==> src/rtl/core/mdv_pkg.sv <==
// mdv_pkg: parse phase codes, descriptor byte constants and the grammar
// transition function for the method descriptor validator
// no dependencies
`default_nettype none

package mdv_pkg;

    // parse phase encoding
    typedef logic [2:0] phase_t;

    localparam phase_t PH_START      = 3'd0;  // no byte of the string seen yet
    localparam phase_t PH_PARAM      = 3'd1;  // parameter type or ')' expected
    localparam phase_t PH_PARAM_ELEM = 3'd2;  // after '[' in a parameter
    localparam phase_t PH_PARAM_NAME = 3'd3;  // inside a parameter class name
    localparam phase_t PH_TAIL       = 3'd4;  // return or field type expected
    localparam phase_t PH_TAIL_NAME  = 3'd5;  // inside the final class name
    localparam phase_t PH_DONE       = 3'd6;  // final type complete
    localparam phase_t PH_ERROR      = 3'd7;  // string rejected

    // descriptor characters
    localparam logic [7:0] CH_LPAREN = 8'h28;  // (
    localparam logic [7:0] CH_RPAREN = 8'h29;  // )
    localparam logic [7:0] CH_SEMI   = 8'h3B;  // ;
    localparam logic [7:0] CH_LBRACK = 8'h5B;  // [
    localparam logic [7:0] CH_CLASS  = 8'h4C;  // L
    localparam logic [7:0] CH_DOT    = 8'h2E;  // .
    localparam logic [7:0] CH_NUL    = 8'h00;

    localparam logic [7:0] CH_B = 8'h42;
    localparam logic [7:0] CH_C = 8'h43;
    localparam logic [7:0] CH_D = 8'h44;
    localparam logic [7:0] CH_F = 8'h46;
    localparam logic [7:0] CH_I = 8'h49;
    localparam logic [7:0] CH_J = 8'h4A;
    localparam logic [7:0] CH_S = 8'h53;
    localparam logic [7:0] CH_Z = 8'h5A;
    localparam logic [7:0] CH_V = 8'h56;

    // primitive type letter, void included
    function automatic logic is_base_letter(input logic [7:0] c);
        is_base_letter = (c == CH_B) || (c == CH_C) || (c == CH_D) || (c == CH_F) ||
                         (c == CH_I) || (c == CH_J) || (c == CH_S) || (c == CH_Z) ||
                         (c == CH_V);
    endfunction

    // byte inside a class name
    function automatic phase_t name_step(input logic [7:0] c, input phase_t name_ph,
                                         input phase_t done_ph);
        priority if (c == CH_SEMI) begin
            name_step = done_ph;
        end else if (c == CH_NUL || c == CH_DOT || c == CH_LBRACK) begin
            name_step = PH_ERROR;
        end else begin
            name_step = name_ph;
        end
    endfunction

    // first byte of a type, or byte after '['
    function automatic phase_t type_step(input logic [7:0] c, input phase_t arr_ph,
                                         input phase_t name_ph, input phase_t done_ph);
        priority if (c == CH_LBRACK) begin
            type_step = arr_ph;
        end else if (c == CH_CLASS) begin
            type_step = name_ph;
        end else if (is_base_letter(c)) begin
            type_step = done_ph;
        end else begin
            type_step = PH_ERROR;
        end
    endfunction

    // grammar transition for one byte
    function automatic phase_t next_phase(input phase_t ph, input logic [7:0] c);
        unique case (ph)
            PH_START: begin
                if (c == CH_LPAREN) begin
                    next_phase = PH_PARAM;
                end else begin
                    next_phase = type_step(c, PH_TAIL, PH_TAIL_NAME, PH_DONE);
                end
            end
            PH_PARAM: begin
                if (c == CH_RPAREN) begin
                    next_phase = PH_TAIL;
                end else begin
                    next_phase = type_step(c, PH_PARAM_ELEM, PH_PARAM_NAME, PH_PARAM);
                end
            end
            PH_PARAM_ELEM: next_phase = type_step(c, PH_PARAM_ELEM, PH_PARAM_NAME, PH_PARAM);
            PH_PARAM_NAME: next_phase = name_step(c, PH_PARAM_NAME, PH_PARAM);
            PH_TAIL:       next_phase = type_step(c, PH_TAIL, PH_TAIL_NAME, PH_DONE);
            PH_TAIL_NAME:  next_phase = name_step(c, PH_TAIL_NAME, PH_DONE);
            default:       next_phase = PH_ERROR;
        endcase
    endfunction

endpackage

`default_nettype wire

==> src/rtl/core/method_descriptor_validator_top.sv <==
// method_descriptor_validator_top: byte-serial descriptor checker with
// input register, one-step grammar logic and a result register
// depends on mdv_pkg
//
// Usage:
//   s_ channel: one descriptor byte per beat on s_tdata[7:0]; s_tlast marks
//   the final byte of a string. Strings follow each other with no gap.
//   m_ channel: one beat per string, issued for the final byte only.
//   m_tdata[0] = valid_res (well formed descriptor), m_tdata[1] = method_kind.
// Timing:
//   one byte per cycle sustained while no final byte stalls. A byte waits in
//   the input register, where the grammar step against the phase register
//   runs; a final byte's verdict then goes to the result register, m_tvalid.
//   The only loop is the grammar step: one phase update per unstalled cycle.
// Stall:
//   non-final bytes never wait on the m_ side. A final byte waits in the
//   input register while an earlier verdict is still unread, and s_tready
//   then drops until m_tready frees the result register.
// Reset:
//   aresetn low clears both registers' valid flags and returns the parser to
//   the start of a string with the method flag cleared.
`default_nettype none

module method_descriptor_validator_top
    import mdv_pkg::*;
(
    input  wire logic       aclk,
    input  wire logic       aresetn,
    // input byte stream
    input  wire logic       s_tvalid,
    output logic            s_tready,
    input  wire logic [7:0] s_tdata,   // [7:0] sig_byte
    input  wire logic       s_tlast,   // last
    // verdict stream
    output logic            m_tvalid,
    input  wire logic       m_tready,
    output logic [7:0]      m_tdata    // [0] valid_res, [1] method_kind, [7:2] zero
);

    // input register
    logic       in_valid_reg, in_valid_next;
    logic [7:0] in_byte_reg;
    logic       in_last_reg;

    // parser state
    phase_t     phase_reg, phase_next;
    logic       flag_reg, flag_next;

    // result register
    logic       out_valid_reg, out_valid_next;
    logic       res_valid_reg;
    logic       res_method_reg;

    logic       out_free;
    logic       in_fire;
    logic       s_fire;
    phase_t     step_phase;
    logic       step_flag;

    // handshake
    assign out_free = !out_valid_reg || m_tready;
    assign in_fire  = in_valid_reg && (!in_last_reg || out_free);
    assign s_tready = !in_valid_reg || in_fire;
    assign s_fire   = s_tvalid && s_tready;

    // grammar step for the registered byte
    always_comb begin
        step_phase = next_phase(phase_reg, in_byte_reg);
        step_flag  = flag_reg || (phase_reg == PH_START && in_byte_reg == CH_LPAREN);
    end

    // next state
    always_comb begin
        phase_next     = phase_reg;
        flag_next      = flag_reg;
        in_valid_next  = in_valid_reg;
        out_valid_next = out_valid_reg;
        if (s_fire) begin
            in_valid_next = 1'b1;
        end else if (in_fire) begin
            in_valid_next = 1'b0;
        end
        if (out_valid_reg && m_tready) begin
            out_valid_next = 1'b0;
        end
        if (in_fire) begin
            if (in_last_reg) begin
                phase_next     = PH_START;
                flag_next      = 1'b0;
                out_valid_next = 1'b1;
            end else begin
                phase_next = step_phase;
                flag_next  = step_flag;
            end
        end
    end

    // control registers
    always_ff @(posedge aclk) begin
        if (!aresetn) begin
            in_valid_reg  <= 1'b0;
            out_valid_reg <= 1'b0;
            phase_reg     <= PH_START;
            flag_reg      <= 1'b0;
        end else begin
            in_valid_reg  <= in_valid_next;
            out_valid_reg <= out_valid_next;
            phase_reg     <= phase_next;
            flag_reg      <= flag_next;
        end
    end

    // payload registers
    always_ff @(posedge aclk) begin
        if (s_fire) begin
            in_byte_reg <= s_tdata;
            in_last_reg <= s_tlast;
        end
        if (in_fire && in_last_reg) begin
            res_valid_reg  <= (step_phase == PH_DONE);
            res_method_reg <= step_flag;
        end
    end

    // outputs
    assign m_tvalid = out_valid_reg;
    assign m_tdata  = {6'b0, res_method_reg, res_valid_reg};

    // checks
    a_reset_start: assert property (@(posedge aclk)
        !aresetn |=> (phase_reg == PH_START && !flag_reg && !out_valid_reg))
        else $error("parser not at start after reset");

    a_last_emits: assert property (@(posedge aclk) disable iff (!aresetn)
        (in_fire && in_last_reg) |=> (out_valid_reg && phase_reg == PH_START && !flag_reg))
        else $error("final byte did not produce a verdict and restart");

    a_flag_phase: assert property (@(posedge aclk) disable iff (!aresetn)
        flag_reg |-> (phase_reg != PH_START))
        else $error("method flag set at start of string");

    a_stall_cause: assert property (@(posedge aclk) disable iff (!aresetn)
        (in_valid_reg && !in_fire) |-> (in_last_reg && out_valid_reg && !m_tready))
        else $error("input register stalled without a blocked verdict");

endmodule

`default_nettype wire

==> config.mk <==
export PLATFORM = sky130hd
export DESIGN_NAME = method_descriptor_validator_top
export DESIGN_NICKNAME = d
export VERILOG_FILES = /design/src/rtl/core/mdv_pkg.sv /design/src/rtl/core/method_descriptor_validator_top.sv
export SDC_FILE = /design/constraint.sdc
export NUM_CORES = 1
export LEC_CHECK = 0
export BUFFER_PORTS_ARGS = -buffer_cell sky130_fd_sc_hd__clkbuf_2
export CORE_MARGIN = 2
export CORE_UTILIZATION = 38
export DETAILED_ROUTE_END_ITERATION = 7
export GPL_TIMING_DRIVEN = 0
export PLACE_DENSITY = 0.66
export SETUP_SLACK_MARGIN = 0.3
export SYNTH_ARGS = -nofsm -noshare
export SYNTH_HDL_FRONTEND = slang
export SYNTH_SLANG_ARGS = --single-unit
==> constraint.sdc <==
create_clock -name aclk -period 2.6 [get_ports aclk]
set_clock_uncertainty 0.15 [all_clocks]
set_input_delay 0.52 -clock aclk [delete_from_list [all_inputs] [get_ports aclk]]
set_output_delay 0.52 -clock aclk [all_outputs]
set_load 0.005 [all_outputs]
==> flow_summary.toml, run 1 <==
[outcome]
status = "completed"

[power]
vdd_drop_max_uv = 286
sequentialPowerShare_pct = 55.5
power.leakage_nw = 0.588
power_switching_mw = 0.142
power-per-cell-area_nw_per_um2 = 413
p_comb_share_pct = 19.5
power_mw = 0.558
p_clk_share_pct = 25.0
swShare_pct = 25.5
intPower_mw = 0.416

[drt]
drt_iter0_markers = 35
via_per_inst = 5.08
wire_per_inst_um = 11.5
drt-pass1-iter-count = 4
via_count = 914
ant_nets = 0
drc = 0
drt_wl_total_mm = 2.06

[clock_tree]
root_buffer = "clkbuf_4"
clk_pin_slew_ns = 0.10
cts_tree = "done"
clkLatencyLatePin_ns = 0.29
clk_path_buf_depth = 2
cts.sinks = 17
cts_buffers = 3
ctsHtreeMaxLevel = 1
cts_hold_buf = 0

[setup_path]
critPathLaunchType = "flop"
critPathRequiredTime_ns = 2.50
cp.arrival_ns = 2.18
end_kind = "flop"
startpoint = "in_byte_reg[2]"
crit_fanout = 3
r2r_start = "in_byte_reg[2]"
critical_path_class = "reg2reg"

[run]
timing.max_cap.violations = 0

[die]
die_w_um = 57.2
core_um2 = 2710
start_util_pct = 39.6
io_pins = 23
die-area_um2 = 3270
die_y_um = 57.2
rows = 19

[grt]
grt_max_degree = 11
gr-usage-all-layers_pct = 13.6
antenna_found_initial = 0
grt_pass1_vias = 841
grt_overflow = 0
grt_pass1_wl_mm = 3.43

[final_layout]
synthToLayoutAreaGrowth_pct = 25.9
nets = 163
drive_gt1_share_pct = 37.6
largest_reg_flops = 8
antenna_cells = 0
final_common_cell = "buf_4"
layout_common_cells = "buf_4 (19), clkbuf_2 (16), edfxtp_1 (11)"
final_util_pct = 49.9

[sta]
setup_viol = 0
slew_violations = 0
layout_min_cycle_time_ns = 2.28
fin_hold_ws_ns = 0.253
rsz0062_at_grt = "true"
relSlewSlack_pct = 41.1
worst_slew_pin_slew_ns = 0.879
hold_viol = 0
timing.final.crit_share_pct = 87.8
timing.fmax_mhz = 438
tns_ns = 0

[yosys]
syn_avg_cell_area_um2 = 9.42
syn_area_um2 = 1070
synth.distinct_cells = 47
async_flop_share_pct = 0
ys_ff_latch = 17
ys.flop_type = "edfxtp_1"
ys_warn_count = 0
yosysSeqAreaShare_pct = 42.0
synth-edff-count = 11
synthCells = 114

[placement]
port-buffer-count = 16
place_hpwl_mm = 1.44
place.gp.congestion = 0.912

[worst_hold_path]
hp-start = "s_tdata[0]"
min_path_type = "in2reg"
-- power groups by stage --
stage	combinational (mW)	clock [mW]	sequential (mW)
floorplan	0.0685	0	0.317
detailed placement	0.0887	0	0.319
CTS	0.101	0.143	0.310
finish	0.109	0.140	0.310
global placement	0.0868	0	0.319
global route	0.120	0.160	0.311
-- layer usage --
| metal | vias to the layer above | part of all wire, % | track usage, % |
|---|---|---|---|
| met2 | 34 | 49 | 21.8 |
| met3 | 8 | 6.1 | 2.72 |
| met4 | 0 | 3.2 | 9.30 |
| li1 | 466 | - | - |
| met1 | 406 | 41 | 16.3 |
| met5 | - | 0 | 0 |
-- cell type report --
| cell class | count | area [µm²] |
|---|---|---|
| timing repair buffer | 26 | 159 |
| buffer | 13 | 97.6 |
| multi-input combinational | 83 | 557 |
| sequential | 17 | 450 |
| tap | 31 | 38.8 |
| clock buffer | 4 | 26.3 |
| fill | 267 | 1360 |
| inverter | 6 | 22.5 |
-- worst paths after layout --
check | depth (start not counted) | slack (ns) | endpoint
hold / removal | 1 | 0.25 | in_byte_reg[0]
hold reg to reg | 1 | 0.36 | flag_reg
setup / recovery | 6 | 0.32 | res_valid_reg
setup reg to reg | 6 | 0.32 | res_valid_reg
-- synthesized netlist by cell type (3+ instances only) --
| library cell | instances | share of area [%] |
|---|---|---|
| nor3_1 | 6 | 2.8 |
| a21oi_1 | 5 | 2.3 |
| nor2_1 | 8 | 2.8 |
| nand2b_1 | 4 | 2.3 |
| edfxtp_1 | 11 | 31 |
| buf_4 | 9 | 6.3 |
| nand3_1 | 3 | 1.4 |
| o21ai_0 | 4 | 1.9 |
| nand2_1 | 9 | 3.1 |
| inv_1 | 6 | 2.1 |
| nor2b_1 | 5 | 2.9 |
| dfxtp_1 | 6 | 11 |
-- cells by family (layout without fill, tap and decap cells) --
family / count (synthesis) / count (layout) / synth area share (%)
and+or+nand+nor: 49 / 49 / 27.3
other: 1 / 6 / 0.349
DFF: 17 / 17 / 42.0
buffers and inverters: 19 / 49 / 11.0
AOI/OAI and AO/OA: 27 / 27 / 18.6
xor gates and xnor gates: 1 / 1 / 0.816
-- critical path: stages (launching register included) --
cell	delay (ns)
edfxtp_1	0.41
nand3b_1	0.28
or4_4	0.49
a21o_1	0.19
a22o_1	0.23
a211oi_2	0.22
nor3_1	0.08
-- timing repair --
action | in CTS | in global routing
resized for setup | 7 | 3
pin swaps | 6 | 5
buffers inserted | 6 | 4
endpoints found under the setup margin | 2 | 4
-- stage by stage --
step	instances	setup WS, ns	cell area (µm²)
after floorplan	119	0.374	1090
after global placement	166	0.227	1210
after detailed placement	166	0.205	1210
after CTS	176	0.282	1310
after global routing	180	0.241	1350
final	180	0.318	1350
No activity file was read; power rests on OpenSTA's default activity.
==> run 2: changes to the inputs <==
Clock period 2.6 ns to 2.3 ns, I/O delays scaled along.
==> run 2 against run 1 <==
  * The flow now finishes with violations (setup timing)
  * Non-clock buffer count grew 4
  * Via count grew 4.2%
  * Fmax shrank 1.7%
  * Final area grew 2.9%
  * Sequential power grew 13%
  * Die area is the same
==> flow_summary.toml, run 2 (same netlist as run 1, synthesis figures left out) <==
[setup_path]
cp.arrival_ns = 2.22
crit_slowest_cell = "or4b_4"
r2r_start = "in_byte_reg[6]"
crit_fanout = 4
rrSetupSlack_ns = -0.02
end_kind = "flop"
crit_chain = "or4b_4, nor4_4, a32oi_1, a22o_1, a211oi_2, nor3_1"
rr_worst_depth = 6
critical_path_class = "reg2reg"
reg2reg_to = "res_valid_reg"
critPathRequiredTime_ns = 2.20
slowest_delay_ns = 0.55
critPathLaunchType = "flop"

[sta]
fin_ws_ns = -0.0211
relSlewSlack_pct = 45.1
slew_violations = 0
fin_hold_ws_ns = 0.201
worst_slew_pin_slew_ns = 0.819
hold_viol = 0
setup_viol = 2
rsz0062_at_grt = "true"
layout_min_cycle_time_ns = 2.32
timing.final.crit_share_pct = 101
timing.fmax_mhz = 431

[outcome]
violations = "setup timing"
status = "complete, but fails checks"

[power]
sequentialPowerShare_pct = 54.8
swShare_pct = 25.1
p_comb_share_pct = 21.1
power.leakage_nw = 0.613
intPower_mw = 0.478
vdd_drop_max_uv = 334
power_switching_mw = 0.160
power-per-cell-area_nw_per_um2 = 459
p_clk_share_pct = 24.1

[drt]
drt_iter0_markers = 34
ant_nets = 0
drt-pass1-iter-count = 4
drc = 0
via_count = 952
wire_per_inst_um = 11.7
drt_wl_total_mm = 2.16
via_per_inst = 5.17

[die]
io_pins = 23
die-area_um2 = 3270
start_util_pct = 39.6
die_w_um = 57.2
core_um2 = 2710
rows = 19
die_y_um = 57.2

[worst_hold_path]
min_path_cells = 1
hp-start = "s_tdata[7]"
hold_end = "in_byte_reg[7]"
min_path_type = "in2reg"

[clock_tree]
clk_path_buf_depth = 2
clkLatencyLatePin_ns = 0.29
cts.sinks = 17
root_buffer = "clkbuf_4"
clk_pin_slew_ns = 0.10
cts_hold_buf = 0
cts_buffers = 3
cts_tree = "done"
ctsHtreeMaxLevel = 1

[grt]
grt_pass1_vias = 834
gr-usage-all-layers_pct = 13.1
grt_max_degree = 11
antenna_found_initial = 0
grt_overflow = 0
grt_pass1_wl_mm = 3.39

[run]
timing.max_cap.violations = 0

[final_layout]
synthToLayoutAreaGrowth_pct = 29.5
final_cells = 184
largest_reg_flops = 8
layout_common_cells = "buf_4 (22), clkbuf_2 (16), edfxtp_1 (11)"
antenna_cells = 0
nets = 167
final_util_pct = 51.3
drive_gt1_share_pct = 39.9
final_common_cell = "buf_4"
design_area_um2 = 1390

[placement]
place_hpwl_mm = 1.47
post-place-cells = 166
port-buffer-count = 16
place.gp.congestion = 0.909
postPlaceCellArea_um2 = 1210
## run 2: layout make-up
class                   count  area [µm²]
fillers                   276        1320
clock buffers               4        26.3
well taps                  31        38.8
multi-input cells          83         566
flip-flops and latches     17         450
repair buffers             30         189
inverters                   6        22.5
plain buffers              13        97.6
## run 2: through the flow
step,setup TNS (ns),power [mW],worst slack [ns]
floorplan,0,0.435,0.0739
global placement,-0.0981,0.458,-0.0735
detailed placement,-0.109,0.461,-0.0789
CTS,0,0.623,0.0134
global route,-0.250,0.667,-0.0919
finish,-0.0268,0.638,-0.0211
## run 2: power groups by stage
stage                     Clock (mW)  Sequential (mW)  Combinational, mW
after global placement             0            0.361             0.0979
after CTS                      0.157            0.350              0.115
after floorplan                    0            0.358             0.0772
after global routing           0.167            0.351              0.149
final                          0.154            0.350              0.135
after detailed placement           0            0.361             0.0999
## run 2: worst max path at each step
| stage | depth (start not counted) | slack [ns] | start | endpoint |
|---|---|---|---|---|
| final | 6 | -0.02 | in_byte_reg[6] | res_valid_reg |
| after global routing | 7 | -0.09 | in_byte_reg[6] | phase_reg[0] |
| after CTS | 5 | 0.01 | in_byte_reg[4] | phase_reg[0] |
| after detailed placement | 5 | -0.08 | in_byte_reg[4] | phase_reg[0] |
| after global placement | 5 | -0.07 | in_byte_reg[4] | phase_reg[0] |
| after floorplan | 5 | 0.07 | in_byte_reg[7] | phase_reg[0] |
## run 2: critical path, delay by kind of cell (launching register included)
kind	cells	cell delay, ns
AOI/OAI and AO/OA	3	0.59
and+or+nand+nor	3	0.94
DFF	1	0.42
## run 2: what timing repair did
item / 4_1_cts / 5_1_grt
pin swaps: 4 / 6
setup endpoints to repair: 4 / 5
setup buffers: 8 / 6
gates resized for setup: 1 / 11
## run 2: metal layers
metal  vias up  track usage [%]  routed length (µm)
met3         8             2.72                 107
met1       437             16.1                 887
li1        479                -                   -
met2        28             21.5                1100
met4         0             6.98                  67
met5         -                0                   0
==> run 3: changes to the inputs <==
Settings changed: SETUP_SLACK_MARGIN 0.3 to unset.
==> run 3 against run 2 <==
  * The flow now finishes without violations
  * Clock power rose by 3%
  * Largest power group unchanged
  * Setup slack better by 0.043 ns
  * Final cell count shrank 2.2%
  * Register-to-register slack better by 0.04 ns
  * Die area stayed put
  * First-iteration DRC count is the same
  * Highest routed layer unchanged
==> flow_summary.toml, run 3 (same netlist as run 1, synthesis figures left out) <==
[power]
sequentialPowerShare_pct = 55.4
power-per-cell-area_nw_per_um2 = 466
vdd_drop_max_uv = 317
p_clk_share_pct = 25.0
intPower_mw = 0.471
p_comb_share_pct = 19.6
power_switching_mw = 0.161
power.leakage_nw = 0.590
swShare_pct = 25.5

[placement]
postPlaceCellArea_um2 = 1210
place.gp.congestion = 0.912
port-buffer-count = 16
place_ws_ns = -0.0950
place_hpwl_mm = 1.44

[die]
die_w_um = 57.2
io_pins = 23
core_um2 = 2710
start_util_pct = 39.6
die_y_um = 57.2
die-area_um2 = 3270
rows = 19

[worst_hold_path]
min_path_cells = 1
min_path_type = "in2reg"
hold_end = "in_byte_reg[0]"
hp-start = "s_tdata[0]"

[sta]
relSlewSlack_pct = 41.1
timing.fmax_mhz = 439
hold_viol = 0
layout_min_cycle_time_ns = 2.28
fin_hold_ws_ns = 0.193
slew_violations = 0
timing.final.crit_share_pct = 99.1
setup_viol = 0
worst_slew_pin_slew_ns = 0.879
fin_ws_ns = 0.0215
rsz0062_at_grt = "true"

[final_layout]
nFillCells = 265
antenna_cells = 0
layout_common_cells = "buf_4 (18), clkbuf_2 (16), edfxtp_1 (11)"
synthToLayoutAreaGrowth_pct = 26.2
design_area_um2 = 1360
final_common_cell = "buf_4"
drive_gt1_share_pct = 37.6
largest_reg_flops = 8
nets = 163

[setup_path]
rrSetupSlack_ns = 0.02
critPathBufInv = 0
critical_path_class = "reg2reg"
critPathRequiredTime_ns = 2.20
end_kind = "flop"
slowest_delay_ns = 0.48
crit_chain = "nand3b_1, or4_4, a21o_1, a22o_1, a211oi_2, nor3_1"
cp.arrival_ns = 2.18
path_delay_family = "simple AND/OR/NAND/NOR gates"
crit_slowest_cell = "or4_4"
reg2reg_to = "res_valid_reg"
r2r_start = "in_byte_reg[2]"
critPathLaunchType = "flop"
crit_fanout = 3
rr_worst_depth = 6

[clock_tree]
cts_hold_buf = 0
root_buffer = "clkbuf_4"
cts_tree = "done"
ctsHtreeMaxLevel = 1
clkLatencyLatePin_ns = 0.29
cts.sinks = 17
clk_path_buf_depth = 2
cts_buffers = 3
clk_pin_slew_ns = 0.10

[drt]
via_per_inst = 5.11
drc = 0
via_count = 919
drt_wl_total_mm = 2.07
wire_per_inst_um = 11.5
drt-pass1-iter-count = 4
drt_iter0_markers = 34
ant_nets = 0

[grt]
grt_pass1_vias = 841
grt_pass1_wl_mm = 3.43
antenna_found_initial = 0
gr-usage-all-layers_pct = 13.6
grt_overflow = 0
grt_max_degree = 11

[run]
timing.max_cap.violations = 0

[outcome]
status = "completed"
[run 3: power groups by stage]
stage / logic (mW) / clock network (mW) / registers [mW]
6_report: 0.124 / 0.158 / 0.350
5_1_grt: 0.137 / 0.181 / 0.352
4_1_cts: 0.115 / 0.161 / 0.350
3_5_place_dp: 0.100 / 0 / 0.361
3_3_place_gp: 0.0982 / 0 / 0.360
2_1_floorplan: 0.0775 / 0 / 0.358
[run 3: through the flow]
stage / total power [mW] / utilization, % / instances / TNS, ns
4_1_cts: 0.626 / 48.3 / 176 / -0.0178
2_1_floorplan: 0.435 / - / 119 / 0
6_report: 0.632 / 50.0 / 180 / 0
3_3_place_gp: 0.459 / 44.7 / 166 / -0.117
5_1_grt: 0.669 / 50.0 / 180 / -0.0773
3_5_place_dp: 0.461 / 44.7 / 166 / -0.162
[run 3: cell type report]
class	instances	area (µm²)	area share, %
sequential	17	450	33.2
buffer	13	101	7.48
multi-input combinational	83	557	41.1
inverter	6	22.5	1.66
tap	31	38.8	2.86
timing repair buffer	26	159	11.7
clock buffer	4	26.3	1.94
[run 3: worst max path at each step]
stage                               end            from  cells after the start  slack (ns)
after floorplan            phase_reg[0]  in_byte_reg[7]                      5        0.07
after global placement     phase_reg[0]  in_byte_reg[4]                      5       -0.07
after detailed placement   phase_reg[0]  in_byte_reg[4]                      5        -0.1
after CTS                 res_valid_reg  in_byte_reg[7]                      8       -0.02
after global routing      res_valid_reg  in_byte_reg[4]                      7       -0.06
final                     res_valid_reg  in_byte_reg[2]                      6        0.02
[run 3: repair_timing]
item                                    4_1_cts  5_1_grt
gates resized for setup                       7        4
endpoints found under the setup margin        2        4
setup buffers                                 6        4
pin swaps                                     6        6
cloned                                        0        0
hold endpoints to repair                      0        0
[run 3: layer usage]
metal	vias to the layer above	GRT usage [%]	wire length, µm
met2	35	21.8	1030
li1	466	-	-
met3	8	2.72	130
met5	-	0	0
met4	0	9.30	65
met1	410	16.3	839
[run 3: worst register-to-register path: cells and delay by family (launching register included)]
kind	cells	cell delay, ns
simple gates	3	0.85
flops	1	0.41
compound gates	3	0.64
